[config.mk]
export PLATFORM = sky130hd
export DESIGN_NAME = nonzero_coordinate_emitter_core
export DESIGN_NICKNAME = d
export VERILOG_FILES = /design/src/rtl/ncoe_pkg.sv /design/src/rtl/ncoe_regs.sv /design/src/rtl/ncoe_front.sv /design/src/rtl/ncoe_queue.sv /design/src/rtl/ncoe_back.sv /design/src/rtl/nonzero_coordinate_emitter_core.sv
export SDC_FILE = /design/constraint.sdc
export NUM_CORES = 1
export LEC_CHECK = 0
export ABC_AREA = 0
export BUFFER_PORTS_ARGS = -buffer_cell sky130_fd_sc_hd__buf_4
export CAP_MARGIN = 10
export CORE_ASPECT_RATIO = 0.8
export CORE_MARGIN = 5
export CORE_UTILIZATION = 40
export CTS_BUF_LIST = sky130_fd_sc_hd__clkbuf_16
export CTS_CLUSTER_DIAMETER = 100
export DETAILED_ROUTE_END_ITERATION = 10
export PLACE_DENSITY = 0.59
export SETUP_SLACK_MARGIN = 0.3
export SLEW_MARGIN = 20
export SYNTH_ARGS = -nofsm -noshare
export SYNTH_HDL_FRONTEND = slang
export SYNTH_SLANG_ARGS = --single-unit
[constraint.sdc]
create_clock -name clk -period 12.9 [get_ports clk]
set_clock_uncertainty 0.05 [all_clocks]
set_input_delay 2.58 -clock clk [delete_from_list [all_inputs] [get_ports clk]]
set_output_delay 2.58 -clock clk [all_outputs]
set_load 0.01 [all_outputs]
[src/rtl/ncoe_pkg.sv]
package ncoe_pkg;

    // Fixed geometry of the register map and of one request
    localparam int NUM_DIMS       = 5;
    localparam int SIZE_BITS      = 16;
    localparam int RANK_BITS      = 3;
    localparam int KIND_BITS      = 3;
    localparam int ELEM_BITS      = 64;
    localparam int PADDR_BITS     = 5;
    localparam int PDATA_BITS     = 32;
    localparam int REG_IDX_BITS   = 3;

    // Defaults for the top-level parameters
    localparam int DEF_MAX_RANK   = 5;
    localparam int DEF_COORD_BITS = 16;
    localparam int DEF_COUNT_BITS = 40;

    // Front-to-back queue
    localparam int QDEPTH         = 4;
    localparam int QPTR_BITS      = $clog2(QDEPTH);

    // Register indexes (byte address = 4 * index)
    localparam logic [REG_IDX_BITS-1:0] REG_RANK  = 3'd0;
    localparam logic [REG_IDX_BITS-1:0] REG_SIZE0 = 3'd1;
    localparam logic [REG_IDX_BITS-1:0] REG_SIZE1 = 3'd2;
    localparam logic [REG_IDX_BITS-1:0] REG_SIZE2 = 3'd3;
    localparam logic [REG_IDX_BITS-1:0] REG_SIZE3 = 3'd4;
    localparam logic [REG_IDX_BITS-1:0] REG_SIZE4 = 3'd5;
    localparam logic [REG_IDX_BITS-1:0] REG_KIND  = 3'd6;

    // Element kinds
    localparam logic [KIND_BITS-1:0] KIND_INT  = 3'd0;
    localparam logic [KIND_BITS-1:0] KIND_F32  = 3'd1;
    localparam logic [KIND_BITS-1:0] KIND_F64  = 3'd2;
    localparam logic [KIND_BITS-1:0] KIND_C64  = 3'd3;
    localparam logic [KIND_BITS-1:0] KIND_HALF = 3'd4;

    typedef logic [SIZE_BITS-1:0] size_t;

    typedef struct packed {
        logic [RANK_BITS-1:0]       rank;
        size_t [NUM_DIMS-1:0]       size;
        logic [KIND_BITS-1:0]       kind;
    } cfg_t;

    // One classified request on its way from front to back
    typedef struct packed {
        logic                       hit;
        logic                       done;
        size_t [NUM_DIMS-1:0]       coord;
    } entry_t;

endpackage

[src/rtl/ncoe_regs.sv]
module ncoe_regs
    import ncoe_pkg::*;
(
    input  logic                  clk,
    input  logic                  rst_n,
    input  logic                  psel,
    input  logic                  penable,
    input  logic                  pwrite,
    input  logic [PADDR_BITS-1:0] paddr,
    input  logic [PDATA_BITS-1:0] pwdata,
    output logic [PDATA_BITS-1:0] prdata,
    output logic                  pready,
    output cfg_t                  cfg
);

    cfg_t                    cfg_reg;
    cfg_t                    cfg_next;
    logic [REG_IDX_BITS-1:0] idx;
    logic                    wr_en;

    assign pready = 1'b1;
    assign idx    = paddr[PADDR_BITS-1:2];
    assign wr_en  = psel & penable & pwrite;
    assign cfg    = cfg_reg;

    always_comb
    begin
        cfg_next = cfg_reg;
        if (wr_en)
        begin
            unique case (idx)
                REG_RANK:  cfg_next.rank    = pwdata[RANK_BITS-1:0];
                REG_SIZE0: cfg_next.size[0] = pwdata[SIZE_BITS-1:0];
                REG_SIZE1: cfg_next.size[1] = pwdata[SIZE_BITS-1:0];
                REG_SIZE2: cfg_next.size[2] = pwdata[SIZE_BITS-1:0];
                REG_SIZE3: cfg_next.size[3] = pwdata[SIZE_BITS-1:0];
                REG_SIZE4: cfg_next.size[4] = pwdata[SIZE_BITS-1:0];
                REG_KIND:  cfg_next.kind    = pwdata[KIND_BITS-1:0];
                default:   cfg_next = cfg_reg;
            endcase
        end
    end

    always_comb
    begin
        unique case (idx)
            REG_RANK:  prdata = PDATA_BITS'(cfg_reg.rank);
            REG_SIZE0: prdata = PDATA_BITS'(cfg_reg.size[0]);
            REG_SIZE1: prdata = PDATA_BITS'(cfg_reg.size[1]);
            REG_SIZE2: prdata = PDATA_BITS'(cfg_reg.size[2]);
            REG_SIZE3: prdata = PDATA_BITS'(cfg_reg.size[3]);
            REG_SIZE4: prdata = PDATA_BITS'(cfg_reg.size[4]);
            REG_KIND:  prdata = PDATA_BITS'(cfg_reg.kind);
            default:   prdata = '0;
        endcase
    end

    always_ff @(posedge clk or negedge rst_n)
    begin
        if (!rst_n)
        begin
            cfg_reg.rank <= RANK_BITS'(1);
            for (int d = 0; d < NUM_DIMS; d++)
            begin
                cfg_reg.size[d] <= SIZE_BITS'(1);
            end
            cfg_reg.kind <= KIND_INT;
        end
        else
        begin
            cfg_reg <= cfg_next;
        end
    end

endmodule

[src/rtl/ncoe_front.sv]
module ncoe_front
    import ncoe_pkg::*;
#(
    parameter int MAX_RANK = DEF_MAX_RANK
)
(
    input  logic                 clk,
    input  logic                 rst_n,
    input  cfg_t                 cfg,
    input  logic                 push,
    input  logic                 full,
    input  logic [ELEM_BITS-1:0] element_bits,
    output logic                 q_push,
    output entry_t               q_entry
);

    localparam int RANK_LIM = (MAX_RANK < NUM_DIMS) ? MAX_RANK : NUM_DIMS;

    size_t                   pos_reg  [NUM_DIMS];
    size_t                   pos_next [NUM_DIMS];
    size_t                   ext      [NUM_DIMS];
    logic [SIZE_BITS:0]      pos_inc  [NUM_DIMS];
    logic [NUM_DIMS-1:0]     wrap;
    logic [NUM_DIMS-1:0]     used;
    logic [RANK_BITS-1:0]    rank_eff;
    logic                    nonzero;
    logic                    in_range;
    logic                    done;
    logic                    accept;

    assign accept = push & ~full;

    // rank zero counts as one, large ranks clamp
    always_comb
    begin
        priority if (cfg.rank == '0)
            rank_eff = RANK_BITS'(1);
        else if (cfg.rank > RANK_BITS'(RANK_LIM))
            rank_eff = RANK_BITS'(RANK_LIM);
        else
            rank_eff = cfg.rank;
    end

    always_comb
    begin
        for (int d = 0; d < NUM_DIMS; d++)
        begin
            used[d]    = (RANK_BITS'(d) < rank_eff);
            ext[d]     = (cfg.size[d] == '0) ? SIZE_BITS'(1) : cfg.size[d];
            pos_inc[d] = {1'b0, pos_reg[d]} + 1'b1;
            wrap[d]    = (pos_inc[d] >= {1'b0, ext[d]});
        end
    end

    // Odometer: innermost used digit first, carry ripples outwards
    always_comb
    begin
        logic carry;
        carry    = 1'b1;
        in_range = 1'b1;
        for (int d = NUM_DIMS - 1; d >= 0; d--)
        begin
            if (used[d])
            begin
                if (pos_reg[d] >= ext[d])
                begin
                    in_range = 1'b0;
                end
                if (carry)
                begin
                    pos_next[d] = wrap[d] ? '0 : pos_inc[d][SIZE_BITS-1:0];
                end
                else
                begin
                    pos_next[d] = pos_reg[d];
                end
                carry = carry & wrap[d];
            end
            else
            begin
                pos_next[d] = '0;
            end
        end
        done = carry;
    end

    // Zero test per element kind; sign bits ignored for floats
    always_comb
    begin
        unique case (cfg.kind)
            KIND_F32:  nonzero = |element_bits[30:0];
            KIND_F64:  nonzero = |element_bits[62:0];
            KIND_C64:  nonzero = (|element_bits[30:0]) | (|element_bits[62:32]);
            KIND_HALF: nonzero = |element_bits[14:0];
            default:   nonzero = |element_bits;
        endcase
    end

    always_comb
    begin
        q_entry.hit  = in_range & nonzero;
        q_entry.done = done;
        for (int d = 0; d < NUM_DIMS; d++)
        begin
            q_entry.coord[d] = used[d] ? pos_reg[d] : '0;
        end
    end

    assign q_push = accept;

    always_ff @(posedge clk or negedge rst_n)
    begin
        if (!rst_n)
        begin
            for (int d = 0; d < NUM_DIMS; d++)
            begin
                pos_reg[d] <= '0;
            end
        end
        else if (accept)
        begin
            for (int d = 0; d < NUM_DIMS; d++)
            begin
                pos_reg[d] <= pos_next[d];
            end
        end
    end

endmodule

[src/rtl/ncoe_queue.sv]
module ncoe_queue
    import ncoe_pkg::*;
(
    input  logic   clk,
    input  logic   rst_n,
    input  logic   wr,
    input  entry_t wr_data,
    input  logic   rd,
    output entry_t rd_data,
    output logic   empty,
    output logic   full
);

    entry_t                mem [QDEPTH];
    logic [QPTR_BITS-1:0]  wr_ptr_reg;
    logic [QPTR_BITS-1:0]  rd_ptr_reg;
    logic [QPTR_BITS:0]    count_reg;
    logic [QPTR_BITS:0]    count_next;

    assign empty   = (count_reg == '0);
    assign full    = (count_reg == (QPTR_BITS+1)'(QDEPTH));
    assign rd_data = mem[rd_ptr_reg];

    always_comb
    begin
        unique case ({wr, rd})
            2'b10:   count_next = count_reg + 1'b1;
            2'b01:   count_next = count_reg - 1'b1;
            default: count_next = count_reg;
        endcase
    end

    always_ff @(posedge clk)
    begin
        if (wr)
        begin
            mem[wr_ptr_reg] <= wr_data;
        end
    end

    always_ff @(posedge clk or negedge rst_n)
    begin
        if (!rst_n)
        begin
            wr_ptr_reg <= '0;
            rd_ptr_reg <= '0;
            count_reg  <= '0;
        end
        else
        begin
            if (wr)
            begin
                wr_ptr_reg <= wr_ptr_reg + 1'b1;
            end
            if (rd)
            begin
                rd_ptr_reg <= rd_ptr_reg + 1'b1;
            end
            count_reg <= count_next;
        end
    end

endmodule

[src/rtl/ncoe_back.sv]
module ncoe_back
    import ncoe_pkg::*;
#(
    parameter int COORD_BITS = DEF_COORD_BITS,
    parameter int COUNT_BITS = DEF_COUNT_BITS
)
(
    input  logic                  clk,
    input  logic                  rst_n,
    input  entry_t                head,
    input  logic                  head_empty,
    output logic                  head_take,
    input  logic                  pop,
    output logic                  empty,
    output logic                  is_hit,
    output logic [COUNT_BITS-1:0] row_index,
    output logic [COORD_BITS-1:0] coord [NUM_DIMS],
    output logic                  tensor_done,
    output logic [COUNT_BITS-1:0] total_hits
);

    logic                  out_valid_reg;
    logic                  out_valid_next;
    logic                  hit_reg;
    logic                  done_reg;
    logic [COUNT_BITS-1:0] row_reg;
    logic [COUNT_BITS-1:0] total_reg;
    logic [COORD_BITS-1:0] coord_reg [NUM_DIMS];
    logic [COUNT_BITS-1:0] cnt_reg;
    logic [COUNT_BITS-1:0] cnt_next;
    logic [COUNT_BITS-1:0] cnt_sat;
    logic [COUNT_BITS-1:0] total;
    logic                  needs_out;
    logic                  slot_free;
    logic                  load;

    assign needs_out = head.hit | head.done;
    assign slot_free = ~out_valid_reg | pop;
    // requests without a result drain regardless of the output slot
    assign head_take = ~head_empty & (~needs_out | slot_free);
    assign load      = head_take & needs_out;

    assign cnt_sat  = (cnt_reg == '1) ? cnt_reg : cnt_reg + 1'b1;
    assign total    = head.hit ? cnt_sat : cnt_reg;
    assign cnt_next = head.done ? '0 : total;

    always_comb
    begin
        priority if (load)
            out_valid_next = 1'b1;
        else if (pop)
            out_valid_next = 1'b0;
        else
            out_valid_next = out_valid_reg;
    end

    assign empty       = ~out_valid_reg;
    assign is_hit      = hit_reg;
    assign row_index   = row_reg;
    assign tensor_done = done_reg;
    assign total_hits  = total_reg;
    assign coord       = coord_reg;

    always_ff @(posedge clk)
    begin
        if (load)
        begin
            hit_reg   <= head.hit;
            done_reg  <= head.done;
            row_reg   <= head.hit ? cnt_reg : '0;
            total_reg <= total;
            for (int d = 0; d < NUM_DIMS; d++)
            begin
                coord_reg[d] <= COORD_BITS'(head.coord[d]);
            end
        end
    end

    always_ff @(posedge clk or negedge rst_n)
    begin
        if (!rst_n)
        begin
            out_valid_reg <= 1'b0;
            cnt_reg       <= '0;
        end
        else
        begin
            out_valid_reg <= out_valid_next;
            if (head_take)
            begin
                cnt_reg <= cnt_next;
            end
        end
    end

endmodule

[src/rtl/nonzero_coordinate_emitter_core.sv]
// Channel   Handshake                        Payload
// -------   ------------------------------   ------------------------------------------
// input     push / full                      element_bits
// result    empty / pop                      is_hit, row_index, coord_0..4,
//                                            tensor_done, total_hits
// config    psel, penable, pwrite, pready    paddr, pwdata, prdata
//
// One request per cycle sustained while full stays low; a taken request passes the
// queue and then the result register on its way to the result ports. The odometer advances
// in the front in the accepting cycle; the hit count lives in the back and updates once per
// request. A four-entry queue parts the two, so a stalled result only blocks the input once
// the queue has filled. Reset leaves rank 1, all extents 1, integer elements,
// odometer and count at zero, and no result waiting.
module nonzero_coordinate_emitter_core
    import ncoe_pkg::*;
#(
    parameter int MAX_RANK   = DEF_MAX_RANK,
    parameter int COORD_BITS = DEF_COORD_BITS,
    parameter int COUNT_BITS = DEF_COUNT_BITS
)
(
    input  logic                  clk,
    input  logic                  rst_n,

    input  logic                  push,
    output logic                  full,
    input  logic [ELEM_BITS-1:0]  element_bits,

    output logic                  empty,
    input  logic                  pop,
    output logic                  is_hit,
    output logic [COUNT_BITS-1:0] row_index,
    output logic [COORD_BITS-1:0] coord_0,
    output logic [COORD_BITS-1:0] coord_1,
    output logic [COORD_BITS-1:0] coord_2,
    output logic [COORD_BITS-1:0] coord_3,
    output logic [COORD_BITS-1:0] coord_4,
    output logic                  tensor_done,
    output logic [COUNT_BITS-1:0] total_hits,

    input  logic                  psel,
    input  logic                  penable,
    input  logic                  pwrite,
    input  logic [PADDR_BITS-1:0] paddr,
    input  logic [PDATA_BITS-1:0] pwdata,
    output logic [PDATA_BITS-1:0] prdata,
    output logic                  pready
);

    cfg_t                  cfg;
    entry_t                f_entry;
    entry_t                q_head;
    logic                  f_push;
    logic                  q_full;
    logic                  q_empty;
    logic                  q_take;
    logic [COORD_BITS-1:0] coord [NUM_DIMS];

    // configuration registers
    ncoe_regs u_regs (
        .clk     (clk),
        .rst_n   (rst_n),
        .psel    (psel),
        .penable (penable),
        .pwrite  (pwrite),
        .paddr   (paddr),
        .pwdata  (pwdata),
        .prdata  (prdata),
        .pready  (pready),
        .cfg     (cfg)
    );

    // front: odometer and zero test, one request per cycle while the queue is not full
    ncoe_front #(
        .MAX_RANK (MAX_RANK)
    ) u_front (
        .clk          (clk),
        .rst_n        (rst_n),
        .cfg          (cfg),
        .push         (push),
        .full         (q_full),
        .element_bits (element_bits),
        .q_push       (f_push),
        .q_entry      (f_entry)
    );

    // short queue between front and back
    ncoe_queue u_queue (
        .clk     (clk),
        .rst_n   (rst_n),
        .wr      (f_push),
        .wr_data (f_entry),
        .rd      (q_take),
        .rd_data (q_head),
        .empty   (q_empty),
        .full    (q_full)
    );

    // back: hit numbering and the result register
    ncoe_back #(
        .COORD_BITS (COORD_BITS),
        .COUNT_BITS (COUNT_BITS)
    ) u_back (
        .clk         (clk),
        .rst_n       (rst_n),
        .head        (q_head),
        .head_empty  (q_empty),
        .head_take   (q_take),
        .pop         (pop),
        .empty       (empty),
        .is_hit      (is_hit),
        .row_index   (row_index),
        .coord       (coord),
        .tensor_done (tensor_done),
        .total_hits  (total_hits)
    );

    assign full    = q_full;
    assign coord_0 = coord[0];
    assign coord_1 = coord[1];
    assign coord_2 = coord[2];
    assign coord_3 = coord[3];
    assign coord_4 = coord[4];

`ifndef SYNTHESIS
    // a result exists only for a hit or for the tensor's last element
    a_result_reason: assert property (@(posedge clk) disable iff (!rst_n)
        !empty |-> (is_hit || tensor_done))
        else $error("result with neither hit nor tensor end");

    // a miss carries row 0
    a_miss_row: assert property (@(posedge clk) disable iff (!rst_n)
        (!empty && !is_hit) |-> (row_index == '0))
        else $error("miss result with nonzero row");

    // below saturation the running count is one past the row number
    a_count_row: assert property (@(posedge clk) disable iff (!rst_n)
        (!empty && is_hit && row_index != '1)
            |-> (total_hits == COUNT_BITS'(row_index + 1'b1)))
        else $error("total count does not follow row number");

    // the front never writes a full queue
    a_queue_guard: assert property (@(posedge clk) disable iff (!rst_n)
        !(f_push && q_full))
        else $error("queue overrun");
`endif

endmodule

==> flow_summary.json, run 1 <==
{
  "worst_slew_margin_rel_pct": 30.1,
  "postCtsResizedCells": 0,
  "timing.final.max_slew_violations": 0,
  "clock_tree.root_cell": "sky130_fd_sc_hd__clkbuf_16",
  "port-buffer-count": 269,
  "synth-edff-count": 490,
  "first_global_vias": 21465,
  "tritonroute_pass_1_iters": 5,
  "timing.hold.worst.start": "u_regs.cfg[5]",
  "place.gp.congestion": 0.909,
  "reg2reg_slack_ns": 7.81,
  "power_per_cell_area_mw_per_mm2": 200,
  "nets": 3051,
  "pre_cts_slack_ns": 6.00,
  "worst-path-max-fanout": 26,
  "route.detailed.wl_per_inst_um": 20.9,
  "critical_path.most_common_cell": "sky130_fd_sc_hd__buf_4",
  "power.total_mw": 7.74,
  "cts-htree-levels": 3,
  "tns_ns": 0,
  "area_growth_pct": 16.9,
  "initialDrtViolationCount": 1455,
  "holdCritPathClass": "reg2reg",
  "ys_types": 84,
  "post_route_cells_drive_above_1_share_pct": 19.5,
  "setup_crit_end_kind": "primary output",
  "finalInstanceArea_sq_mm": 0.0387,
  "timing.critical_path.slowest_cell_delay_ns": 0.52,
  "r2r_startpoint": "u_front.pos_reg[0]",
  "setup_violations": 0,
  "hpwl_after_detailed_placement_um": 57800,
  "ys_seq_area_share_pct": 60.6,
  "post_cts.repair.setup_buffers": 0,
  "post_drt_via_cell_ratio": 5.38,
  "cts_sinks": 704,
  "post_layout_nonfiller_instances": 3939,
  "antenna_violations_before_repair": 2,
  "initial_utilization_pct": 40.3,
  "most_used_dff_post_synth": "sky130_fd_sc_hd__edfxtp_1",
  "final.hold.worst_slack_ns": 0.485,
  "max_cap_viol_count": 0,
  "clkLatencyLatePin_ns": 0.63,
  "vias": 21182,
  "tritoncts": "yes",
  "synth_area_sq_mm": 0.0331,
  "final_period_minus_worst_setup_slack_ns": 6.98,
  "grt_pass1_wl_um": 128000,
  "worstPathBufferInverterCount": 2,
  "worst_path_dominant_cell_family": "simple AND/OR/NAND/NOR gates",
  "n_antenna_cell": 0,
  "grt_overflow": 0,
  "io_pins": 305,
  "die_width_um": 332,
  "chipHeight_um": 267,
  "numCtsBuffers": 77,
  "outcome": "completed",
  "grt_usage_pct": 18.3,
  "hold_buffers_post_cts": 0,
  "final_antenna_net_count": 0,
  "part_of_the_cycle_the_worst_path_needs_pct": 54.1,
  "async_flop_share_pct": 30.4,
  "crit_chain": "buf_4 -> nor2b_1 -> and2_1 -> a221o_1 -> buf_4",
  "fillers": 7215,
  "layout.core_utilization_pct": 47.1,
  "setup_repair_after_global_routing_missed_its_margin": "false",
  "whs_endpoint": "u_regs.cfg[5]",
  "syn_avg_cell_area_sq_um": 13.1,
  "worstRegToRegCells": 16,
  "worst_slew_pin_slew_ns": 1.05,
  "number_of_cells_produced_by_synthesis": 2536,
  "cts.clk_slew.worst_paths_ns": 0.06,
  "fmax_mhz": 143,
  "slowest_stage": "sky130_fd_sc_hd__and2_1",
  "wl_um": 82400,
  "floorplan_core_area_sq_mm": 0.0822,
  "cts_buffer_depth": 3,
  "setup_slack_ns": 5.92,
  "critical_path_class": "in2out",
  "worst_hold_path.num_cells": 1,
  "leakage_nw": 16.1,
  "dp_cells": 3796,
  "ys_seq_elements": 704,
  "cp_data_required_time_ns": 10.27,
  "placement.cell_area_sq_mm": 0.0361,
  "start_kind": "input pin",
  "rows": 94,
  "hold_violations": 0,
  "irDropWorstVdd_v": 0.000183,
  "grt_start_max_net_pins": 163,
  "worstPathArrival_ns": 4.35,
  "yosys_warnings": 0,
  "number_of_flip_flops_in_the_largest_register": 328,
  "drt_drc_violations_left": 0,
  "rr_endpoint": "u_front.pos_reg[37]",
  "fp.dieArea_sq_mm": 0.0887
}
cells in the mapped netlist (12+ instances only):
| cell | instances | area (sq um) |
|---|---|---|
| sky130_fd_sc_hd__clkbuf_1 | 92 | 345 |
| sky130_fd_sc_hd__buf_2 | 19 | 95.1 |
| sky130_fd_sc_hd__a221o_1 | 13 | 130 |
| sky130_fd_sc_hd__edfxtp_1 | 490 | 14700 |
| sky130_fd_sc_hd__nand2b_1 | 41 | 257 |
| sky130_fd_sc_hd__nand2_1 | 231 | 867 |
| sky130_fd_sc_hd__mux2i_1 | 13 | 130 |
| sky130_fd_sc_hd__nor3_1 | 19 | 95.1 |
| sky130_fd_sc_hd__nand4_1 | 41 | 257 |
| sky130_fd_sc_hd__nand3_1 | 66 | 330 |
| sky130_fd_sc_hd__buf_1 | 14 | 52.6 |
| sky130_fd_sc_hd__xor2_1 | 47 | 412 |
| sky130_fd_sc_hd__o31ai_1 | 36 | 270 |
| sky130_fd_sc_hd__mux2_2 | 26 | 293 |
| sky130_fd_sc_hd__o21ai_1 | 20 | 100 |
| sky130_fd_sc_hd__a21oi_1 | 55 | 275 |
| sky130_fd_sc_hd__mux4_2 | 83 | 1870 |
| sky130_fd_sc_hd__a31oi_1 | 12 | 75.1 |
| sky130_fd_sc_hd__and3_1 | 38 | 238 |
| sky130_fd_sc_hd__ha_1 | 171 | 2140 |
| sky130_fd_sc_hd__dfrtp_1 | 208 | 5200 |
| sky130_fd_sc_hd__a21o_1 | 35 | 263 |
| sky130_fd_sc_hd__nor2_1 | 92 | 345 |
| sky130_fd_sc_hd__o21ai_0 | 185 | 926 |
| sky130_fd_sc_hd__inv_1 | 107 | 402 |
| sky130_fd_sc_hd__xnor2_1 | 68 | 596 |
| sky130_fd_sc_hd__nor2b_1 | 48 | 300 |
| sky130_fd_sc_hd__a22o_1 | 14 | 123 |
| sky130_fd_sc_hd__nor4_1 | 31 | 194 |
| sky130_fd_sc_hd__buf_4 | 21 | 158 |
| sky130_fd_sc_hd__and2_1 | 84 | 526 |
how the worst max path moves through the flow:
stage / to / from / slack [ns] / depth (start not counted)
floorplan: u_back.coord[0] / pop / 2.37 / 4
global placement: prdata[12] / paddr[3] / 6.01 / 5
detailed placement: prdata[12] / paddr[3] / 6.00 / 5
CTS: prdata[12] / paddr[3] / 6.01 / 5
global route: prdata[8] / paddr[3] / 5.92 / 5
finish: prdata[8] / paddr[3] / 5.92 / 5
worst register-to-register path, stage by stage (launching register included):
cell,delay (ns)
sky130_fd_sc_hd__dfrtp_1,0.50
sky130_fd_sc_hd__ha_1,0.31
sky130_fd_sc_hd__nand2_1,0.09
sky130_fd_sc_hd__nor2_2,0.13
sky130_fd_sc_hd__nand3_1,0.19
sky130_fd_sc_hd__nor2_1,0.24
sky130_fd_sc_hd__and3_1,0.29
sky130_fd_sc_hd__xor2_1,0.10
sky130_fd_sc_hd__ha_1,0.31
sky130_fd_sc_hd__nand4_1,0.12
sky130_fd_sc_hd__nor3_1,0.19
sky130_fd_sc_hd__o41ai_1,0.11
sky130_fd_sc_hd__a31oi_1,0.34
sky130_fd_sc_hd__or2_1,0.58
sky130_fd_sc_hd__nand3_2,0.55
sky130_fd_sc_hd__or2_0,0.58
sky130_fd_sc_hd__o41ai_1,0.31
cells by family after synthesis:
| group | after synthesis | synth area share (%) |
|---|---|---|
| AO/OA/AOI/OAI | 434 | 8.20 |
| XOR/XNOR | 115 | 3.04 |
| adder cells (fa/ha/maj) | 172 | 6.52 |
| buffers and inverters | 257 | 3.23 |
| flip-flops | 704 | 60.6 |
| multiplexers | 123 | 6.96 |
| other | 2 | 0.0227 |
| AND/OR/NAND/NOR | 729 | 11.4 |
layout by cell type (no fill, tap or decap), types with 17 or more instances in the layout:
cell type / count
sky130_fd_sc_hd__edfxtp_1: 490
sky130_fd_sc_hd__buf_4: 285
sky130_fd_sc_hd__nand2_1: 231
sky130_fd_sc_hd__dfrtp_1: 206
sky130_fd_sc_hd__o21ai_0: 185
sky130_fd_sc_hd__ha_1: 171
sky130_fd_sc_hd__inv_1: 117
sky130_fd_sc_hd__nor2_1: 91
sky130_fd_sc_hd__mux4_2: 83
sky130_fd_sc_hd__and2_1: 80
sky130_fd_sc_hd__clkbuf_16: 80
sky130_fd_sc_hd__xnor2_1: 68
sky130_fd_sc_hd__nand3_1: 66
sky130_fd_sc_hd__a21oi_1: 55
sky130_fd_sc_hd__xor2_1: 47
sky130_fd_sc_hd__nor2b_1: 47
sky130_fd_sc_hd__nand4_1: 41
sky130_fd_sc_hd__nand2b_1: 41
sky130_fd_sc_hd__and3_1: 38
sky130_fd_sc_hd__o31ai_1: 36
sky130_fd_sc_hd__a21o_1: 35
sky130_fd_sc_hd__nor4_1: 31
sky130_fd_sc_hd__mux2_2: 26
sky130_fd_sc_hd__o21ai_1: 20
sky130_fd_sc_hd__nor3_1: 19
sky130_fd_sc_hd__clkinv_1: 17
sky130_fd_sc_hd__conb_1: 17
power by group:
group	internal (mW)	switching [mW]
Clock	1.33	0.908
Combinational	0.836	1.26
Sequential	3.11	0.303
per-layer routing:
layer | part of all wire [%] | global-route usage (%) | vias to the layer above
li1 | - | - | 9854
met1 | 46 | 26.2 | 10639
met2 | 46 | 28.9 | 589
met3 | 6.0 | 3.86 | 100
met4 | 2.1 | 4.69 | 0
met5 | 0 | 0 | -
layout make-up:
cell class | count | area, sq um | share of cell area [%]
Tap cell | 1104 | 1380 | 3.57
Multi-Input combinational cell | 1590 | 12100 | 31.1
Sequential cell | 704 | 20100 | 51.9
Clock inverter | 63 | 592 | 1.53
Timing Repair Buffer | 288 | 2190 | 5.65
Inverter | 110 | 413 | 1.07
Clock buffer | 80 | 2000 | 5.17
Power figures use the tool's default switching activity.
==> run 2: changes to the inputs <==
--- a/config.mk
+++ b/config.mk
@@ -14,7 +14,7 @@
 export CTS_BUF_LIST = sky130_fd_sc_hd__clkbuf_16
 export CTS_CLUSTER_DIAMETER = 100
 export DETAILED_ROUTE_END_ITERATION = 10
-export PLACE_DENSITY = 0.59
+export PLACE_DENSITY = 0.62
 export SETUP_SLACK_MARGIN = 0.3
 export SLEW_MARGIN = 20
 export SYNTH_ARGS = -nofsm -noshare
==> constraint.sdc (replaced) <==
create_clock -name clk -period 6 [get_ports clk]
set_clock_uncertainty 0.05 [all_clocks]
set_input_delay 1.2 -clock clk [delete_from_list [all_inputs] [get_ports clk]]
set_output_delay 1.2 -clock clk [all_outputs]
set_load 0.01 [all_outputs]
==> run 2 against run 1 <==
Critical path depth grew 11. Worst hold slack lost 0.093 ns. Combinational power grew 120%. Sequential cell count is the same. First-iteration DRC count grew 33%. Via count grew 0.80%. Sequential share of layout area is essentially flat.
==> flow_summary.json, run 2 (synthesized netlist as in run 1, its figures left out) <==
{
  "outcome": "completed",
  "cp_data_required_time_ns": 6.47,
  "setup_repair_after_global_routing_missed_its_margin": "false",
  "power.clock.fraction_pct": 28.3,
  "cts_sinks": 704,
  "hold_buffers_post_cts": 0,
  "final_period_minus_worst_setup_slack_ns": 4.89,
  "antenna_violations_before_repair": 2,
  "irDropWorstVdd_v": 0.000294,
  "worst_path_dominant_cell_family": "simple AND/OR/NAND/NOR gates",
  "reg2reg_slack_ns": 1.11,
  "wl_um": 82200,
  "fmax_mhz": 204,
  "layout.core_utilization_pct": 47.1,
  "max_cap_viol_count": 0,
  "clkLatencyLatePin_ns": 0.62,
  "rows": 94,
  "postCtsResizedCells": 0,
  "r2r_startpoint": "u_front.pos_reg[32]",
  "initialDrtViolationCount": 1935,
  "holdCritPathClass": "in2async",
  "internal_power_mw": 11.2,
  "critical_path.most_common_cell": "sky130_fd_sc_hd__nand3_1",
  "die_width_um": 332,
  "clock_tree.root_cell": "sky130_fd_sc_hd__clkbuf_16",
  "post_drt_via_cell_ratio": 5.41,
  "rr_endpoint": "u_front.pos_reg[69]",
  "grt_overflow": 0,
  "timing.critical_path.slowest_cell_delay_ns": 0.52,
  "fp.dieArea_sq_mm": 0.0887,
  "vias": 21351,
  "cts-htree-levels": 3,
  "tritoncts": "yes",
  "wl_met3_um": 6170,
  "critical_path_class": "reg2reg",
  "route.detailed.wl_per_inst_um": 20.8,
  "grt_start_max_net_pins": 124,
  "worst_slew_pin_slew_ns": 1.05,
  "final_antenna_net_count": 0,
  "grt_pass1_wl_um": 128000,
  "worst-path-max-fanout": 27,
  "worstPathBufferInverterCount": 1,
  "area_growth_pct": 16.9,
  "worst_slew_margin_rel_pct": 29.7,
  "worstPathArrival_ns": 5.36,
  "post_cts.repair.setup_buffers": 0,
  "floorplan_core_area_sq_mm": 0.0822,
  "maxUsedRoutingLayer": "met5",
  "post_route_cells_drive_above_1_share_pct": 19.7,
  "routed_length_on_met2_um": 37600,
  "start_kind": "register",
  "cts.clk_slew.worst_paths_ns": 0.06,
  "met1Wirelength_um": 36400,
  "power_per_cell_area_mw_per_mm2": 428,
  "drt_drc_violations_left": 0,
  "timing.final.max_slew_violations": 0,
  "leakage_nw": 16.1,
  "worstRegToRegCells": 16,
  "layout_commonest_cell": "sky130_fd_sc_hd__edfxtp_1",
  "hpwl_after_detailed_placement_um": 58100,
  "power.share.sequential_pct": 44.1,
  "hold_violations": 0,
  "part_of_the_cycle_the_worst_path_needs_pct": 81.5,
  "n_antenna_cell": 0,
  "place.gp.congestion": 0.949,
  "port-buffer-count": 269,
  "comb_power_share_pct": 27.6,
  "initial_utilization_pct": 40.3,
  "tritonroute_pass_1_iters": 6,
  "cts_buffer_depth": 3,
  "setup_violations": 0,
  "setup_crit_end_kind": "register",
  "io_pins": 305,
  "tns_ns": 0,
  "crit_chain": "ha_1 -> nand3_1 -> nor2_1 -> and3_1 -> and3_1 -> nand3_1 -> xnor2_1 -> ha_1 -> nand3_1 -> or3_1 -> or4_4 -> nand4_4 -> buf_4 -> nand4b_4 -> or2_1 -> o31ai_1",
  "switching_power_mw": 5.31,
  "numCtsBuffers": 75,
  "nets": 3059,
  "slowest_stage": "sky130_fd_sc_hd__or4_4",
  "first_global_vias": 21549,
  "final.hold.worst_slack_ns": 0.392,
  "number_of_flip_flops_in_the_largest_register": 328,
  "most-common-layout-cells": "sky130_fd_sc_hd__edfxtp_1 (490), sky130_fd_sc_hd__buf_4 (294), sky130_fd_sc_hd__nand2_1 (231)",
  "chipHeight_um": 267,
  "swShare_pct": 32.1,
  "grt_usage_pct": 18.4
}
## run 2: changes by cell type in the layout (fill, tap and decap cells not counted)
cell / before / now
sky130_fd_sc_hd__inv_1: 117 / 118
sky130_fd_sc_hd__clkinv_1: 17 / 16
sky130_fd_sc_hd__nor2b_2: 0 / 1
sky130_fd_sc_hd__buf_16: 0 / 1
sky130_fd_sc_hd__bufinv_16: 10 / 9
sky130_fd_sc_hd__clkinv_4: 5 / 4
sky130_fd_sc_hd__clkbuf_16: 80 / 77
sky130_fd_sc_hd__buf_12: 1 / 2
sky130_fd_sc_hd__clkinv_8: 1 / 0
sky130_fd_sc_hd__buf_4: 285 / 294
sky130_fd_sc_hd__inv_16: 0 / 1
sky130_fd_sc_hd__nor2b_4: 1 / 0
sky130_fd_sc_hd__clkinv_2: 12 / 13
sky130_fd_sc_hd__buf_6: 1 / 0
## run 2: area by class of cell
class,count,area (sq um)
inverters,110,413
well taps,1104,1380
fillers,7221,43500
repair buffers,298,2290
clock buffers,77,1930
flip-flops and latches,704,20100
clock inverters,62,562
multi-input cells,1590,12100
## run 2: worst max path at each step
stage | cells after the start | endpoint | startpoint
6_report | 16 | u_front.pos_reg[69] | u_front.pos_reg[32]
5_1_grt | 16 | u_front.pos_reg[71] | u_front.pos_reg[32]
3_5_place_dp | 16 | u_front.pos_reg[69] | u_front.pos_reg[32]
3_3_place_gp | 16 | u_front.pos_reg[75] | u_front.pos_reg[32]
4_1_cts | 16 | u_front.pos_reg[69] | u_front.pos_reg[32]
2_1_floorplan | 6 | u_back.coord[0] | u_queue.rd_ptr_reg[0]
## run 2: power groups by stage
stage | clock (mW) | combinational [mW] | sequential, mW
detailed placement | 0 | 4.68 | 7.40
finish | 4.68 | 4.57 | 7.30
CTS | 4.80 | 4.70 | 7.31
global placement | 0 | 4.56 | 7.36
global route | 5.00 | 5.04 | 7.41
floorplan | 0 | 2.40 | 7.48
## run 2: layer usage
metal  up-vias  track usage, %
met2       677            29.0
met3       125            4.84
met1     10679            25.4
li1       9866               -
met4         4            4.98
met5         -               0
## run 2: through the flow
stage,instances,power [mW],setup slack (ns),cell area (sq um)
floorplan,2551,9.89,1.36,33200
global placement,3805,11.9,1.24,36200
detailed placement,3805,12.1,1.10,36200
CTS,3944,16.8,1.08,38700
global route,3945,17.4,0.681,38700
finish,3945,16.5,1.11,38700
==> run 3: changes to the inputs <==
--- a/config.mk
+++ b/config.mk
@@ -14,7 +14,7 @@
 export CTS_BUF_LIST = sky130_fd_sc_hd__clkbuf_16
 export CTS_CLUSTER_DIAMETER = 100
 export DETAILED_ROUTE_END_ITERATION = 10
-export PLACE_DENSITY = 0.62
+export PLACE_DENSITY = 0.59
 export SETUP_SLACK_MARGIN = 0.3
 export SLEW_MARGIN = 20
 export SYNTH_ARGS = -nofsm -noshare
==> constraint.sdc (replaced) <==
create_clock -name clk -period 4.9 [get_ports clk]
set_clock_uncertainty 0.05 [all_clocks]
set_input_delay 0.98 -clock clk [delete_from_list [all_inputs] [get_ports clk]]
set_output_delay 0.98 -clock clk [all_outputs]
set_load 0.01 [all_outputs]
==> run 3 against run 2 <==
Final cell count up 0.28%. Global-route usage up 0.098 points. Wire length rose by 0.33%. Critical path type unchanged. Largest cell class unchanged.
==> flow_summary.json, run 3 (synthesized netlist as in run 1, its figures left out) <==
{
  "floorplan_core_area_sq_mm": 0.0822,
  "comb_power_share_pct": 28.0,
  "grt_usage_pct": 18.5,
  "post_drt_via_cell_ratio": 5.35,
  "grt_start_max_net_pins": 101,
  "final_antenna_net_count": 0,
  "port-buffer-count": 269,
  "outcome": "completed",
  "worst_slew_margin_rel_pct": 26.8,
  "worstPathArrival_ns": 4.75,
  "area_growth_pct": 17.3,
  "rows": 94,
  "final.hold.worst_slack_ns": 0.370,
  "number_of_flip_flops_in_the_largest_register": 328,
  "post_layout_nonfiller_instances": 3956,
  "power.share.sequential_pct": 43.8,
  "start_kind": "register",
  "power_per_cell_area_mw_per_mm2": 522,
  "worstPathBufferInverterCount": 2,
  "antenna_violations_before_repair": 4,
  "first_global_vias": 21587,
  "slowest_stage": "sky130_fd_sc_hd__dfrtp_1",
  "grt_overflow": 0,
  "vias": 21156,
  "io_pins": 305,
  "critical_path_class": "reg2reg",
  "chipHeight_um": 267,
  "fp.dieArea_sq_mm": 0.0887,
  "tritonroute_pass_1_iters": 5,
  "setup_crit_end_kind": "register",
  "hold_violations": 0,
  "internal_power_mw": 13.8,
  "tns_ns": 0,
  "post_cts.repair.setup_buffers": 0,
  "clock_tree.root_cell": "sky130_fd_sc_hd__clkbuf_16",
  "place.gp.congestion": 0.950,
  "cts.clk_slew.worst_paths_ns": 0.06,
  "initial_utilization_pct": 40.3,
  "dp_cells": 3812,
  "timing.final.max_slew_violations": 0,
  "cts-htree-levels": 3,
  "die_width_um": 332,
  "worst_slew_pin_slew_ns": 1.10,
  "grt_pass1_wl_um": 129000,
  "irDropWorstVdd_v": 0.000528,
  "numCtsBuffers": 76,
  "max_cap_viol_count": 0,
  "clkLatencyLatePin_ns": 0.62,
  "cp_data_required_time_ns": 5.34,
  "timing.critical_path.slowest_cell_delay_ns": 0.48,
  "leakage_nw": 16.1,
  "cts_sinks": 704,
  "fmax_mhz": 232,
  "post_route_cells_drive_above_1_share_pct": 20.0,
  "swShare_pct": 31.9,
  "switching_power_mw": 6.48,
  "tritoncts": "yes",
  "route.detailed.wl_per_inst_um": 20.9,
  "part_of_the_cycle_the_worst_path_needs_pct": 88.0,
  "hold_buffers_post_cts": 0,
  "crit_chain": "ha_1 -> nand2_1 -> nor2_2 -> nand3_1 -> nor2_2 -> and3_1 -> nand3_1 -> xnor2_1 -> ha_1 -> a21oi_1 -> nor2b_1 -> nor3b_1 -> o31ai_2 -> o21ai_2 -> buf_4 -> nor2_1 -> buf_4 -> a22o_1",
  "setup_violations": 0,
  "initialDrtViolationCount": 1549,
  "layout_commonest_cell": "sky130_fd_sc_hd__edfxtp_1",
  "postCtsResizedCells": 0,
  "cts_buffer_depth": 3,
  "setup_repair_after_global_routing_missed_its_margin": "false",
  "most-common-layout-cells": "sky130_fd_sc_hd__edfxtp_1 (490), sky130_fd_sc_hd__buf_4 (297), sky130_fd_sc_hd__nand2_1 (230)",
  "final_period_minus_worst_setup_slack_ns": 4.31,
  "drt_drc_violations_left": 0,
  "holdCritPathClass": "in2async",
  "worst_path_dominant_cell_family": "simple AND/OR/NAND/NOR gates",
  "power.clock.fraction_pct": 28.2,
  "worst-path-max-fanout": 18,
  "nets": 3066,
  "wl_um": 82500,
  "hpwl_after_detailed_placement_um": 59000
}
run 3: routing by layer:
| metal | global-route usage, % | share of wire (%) | vias up |
|---|---|---|---|
| li1 | - | - | 9877 |
| met1 | 26.8 | 47 | 10611 |
| met2 | 29.2 | 46 | 563 |
| met5 | 0 | 0 | - |
| met3 | 3.39 | 5.4 | 105 |
| met4 | 4.41 | 2.0 | 0 |
run 3: area by class of cell:
| cell class | count | area, sq um |
|---|---|---|
| fill | 7255 | 43400 |
| sequential | 704 | 20100 |
| multi-input combinational | 1590 | 12100 |
| timing repair buffer | 304 | 2360 |
| clock buffer | 79 | 1980 |
| tap | 1104 | 1380 |
| clock inverter | 63 | 534 |
| inverter | 110 | 413 |
| antenna | 2 | 5.00 |
run 3: final timing paths:
path                               startpoint             endpoint  slack [ns]  cells past startpoint
setup / recovery           u_front.pos_reg[0]  u_front.pos_reg[31]        0.59                     18
hold reg to reg            u_back.cnt_reg[28]   u_back.cnt_reg[28]        0.48                      1
max in group asynchronous               rst_n   u_back.cnt_reg[38]        3.27                      2
hold / removal                          rst_n  u_front.pos_reg[36]        0.37                      1
min in group clk           u_back.cnt_reg[28]   u_back.cnt_reg[28]        0.48                      1
setup reg to reg           u_front.pos_reg[0]  u_front.pos_reg[31]        0.59                     18
run 3: metrics by stage:
stage	utilization [%]	setup WS [ns]	power, mW	cell area (sq um)
2_1_floorplan	-	0.336	12.1	33200
4_1_cts	47.2	0.503	20.6	38800
6_report	47.2	0.589	20.3	38800
5_1_grt	47.2	0.300	21.4	38800
3_3_place_gp	44.2	0.681	14.7	36300
3_5_place_dp	44.2	0.550	14.8	36300
run 3: power groups by stage:
| stage | logic [mW] | registers (mW) | clock network, mW |
|---|---|---|---|
| 3_5_place_dp | 5.82 | 9.02 | 0 |
| 3_3_place_gp | 5.71 | 8.97 | 0 |
| 6_report | 5.68 | 8.89 | 5.72 |
| 2_1_floorplan | 2.95 | 9.17 | 0 |
| 5_1_grt | 6.26 | 9.03 | 6.14 |
| 4_1_cts | 5.84 | 8.91 | 5.90 |
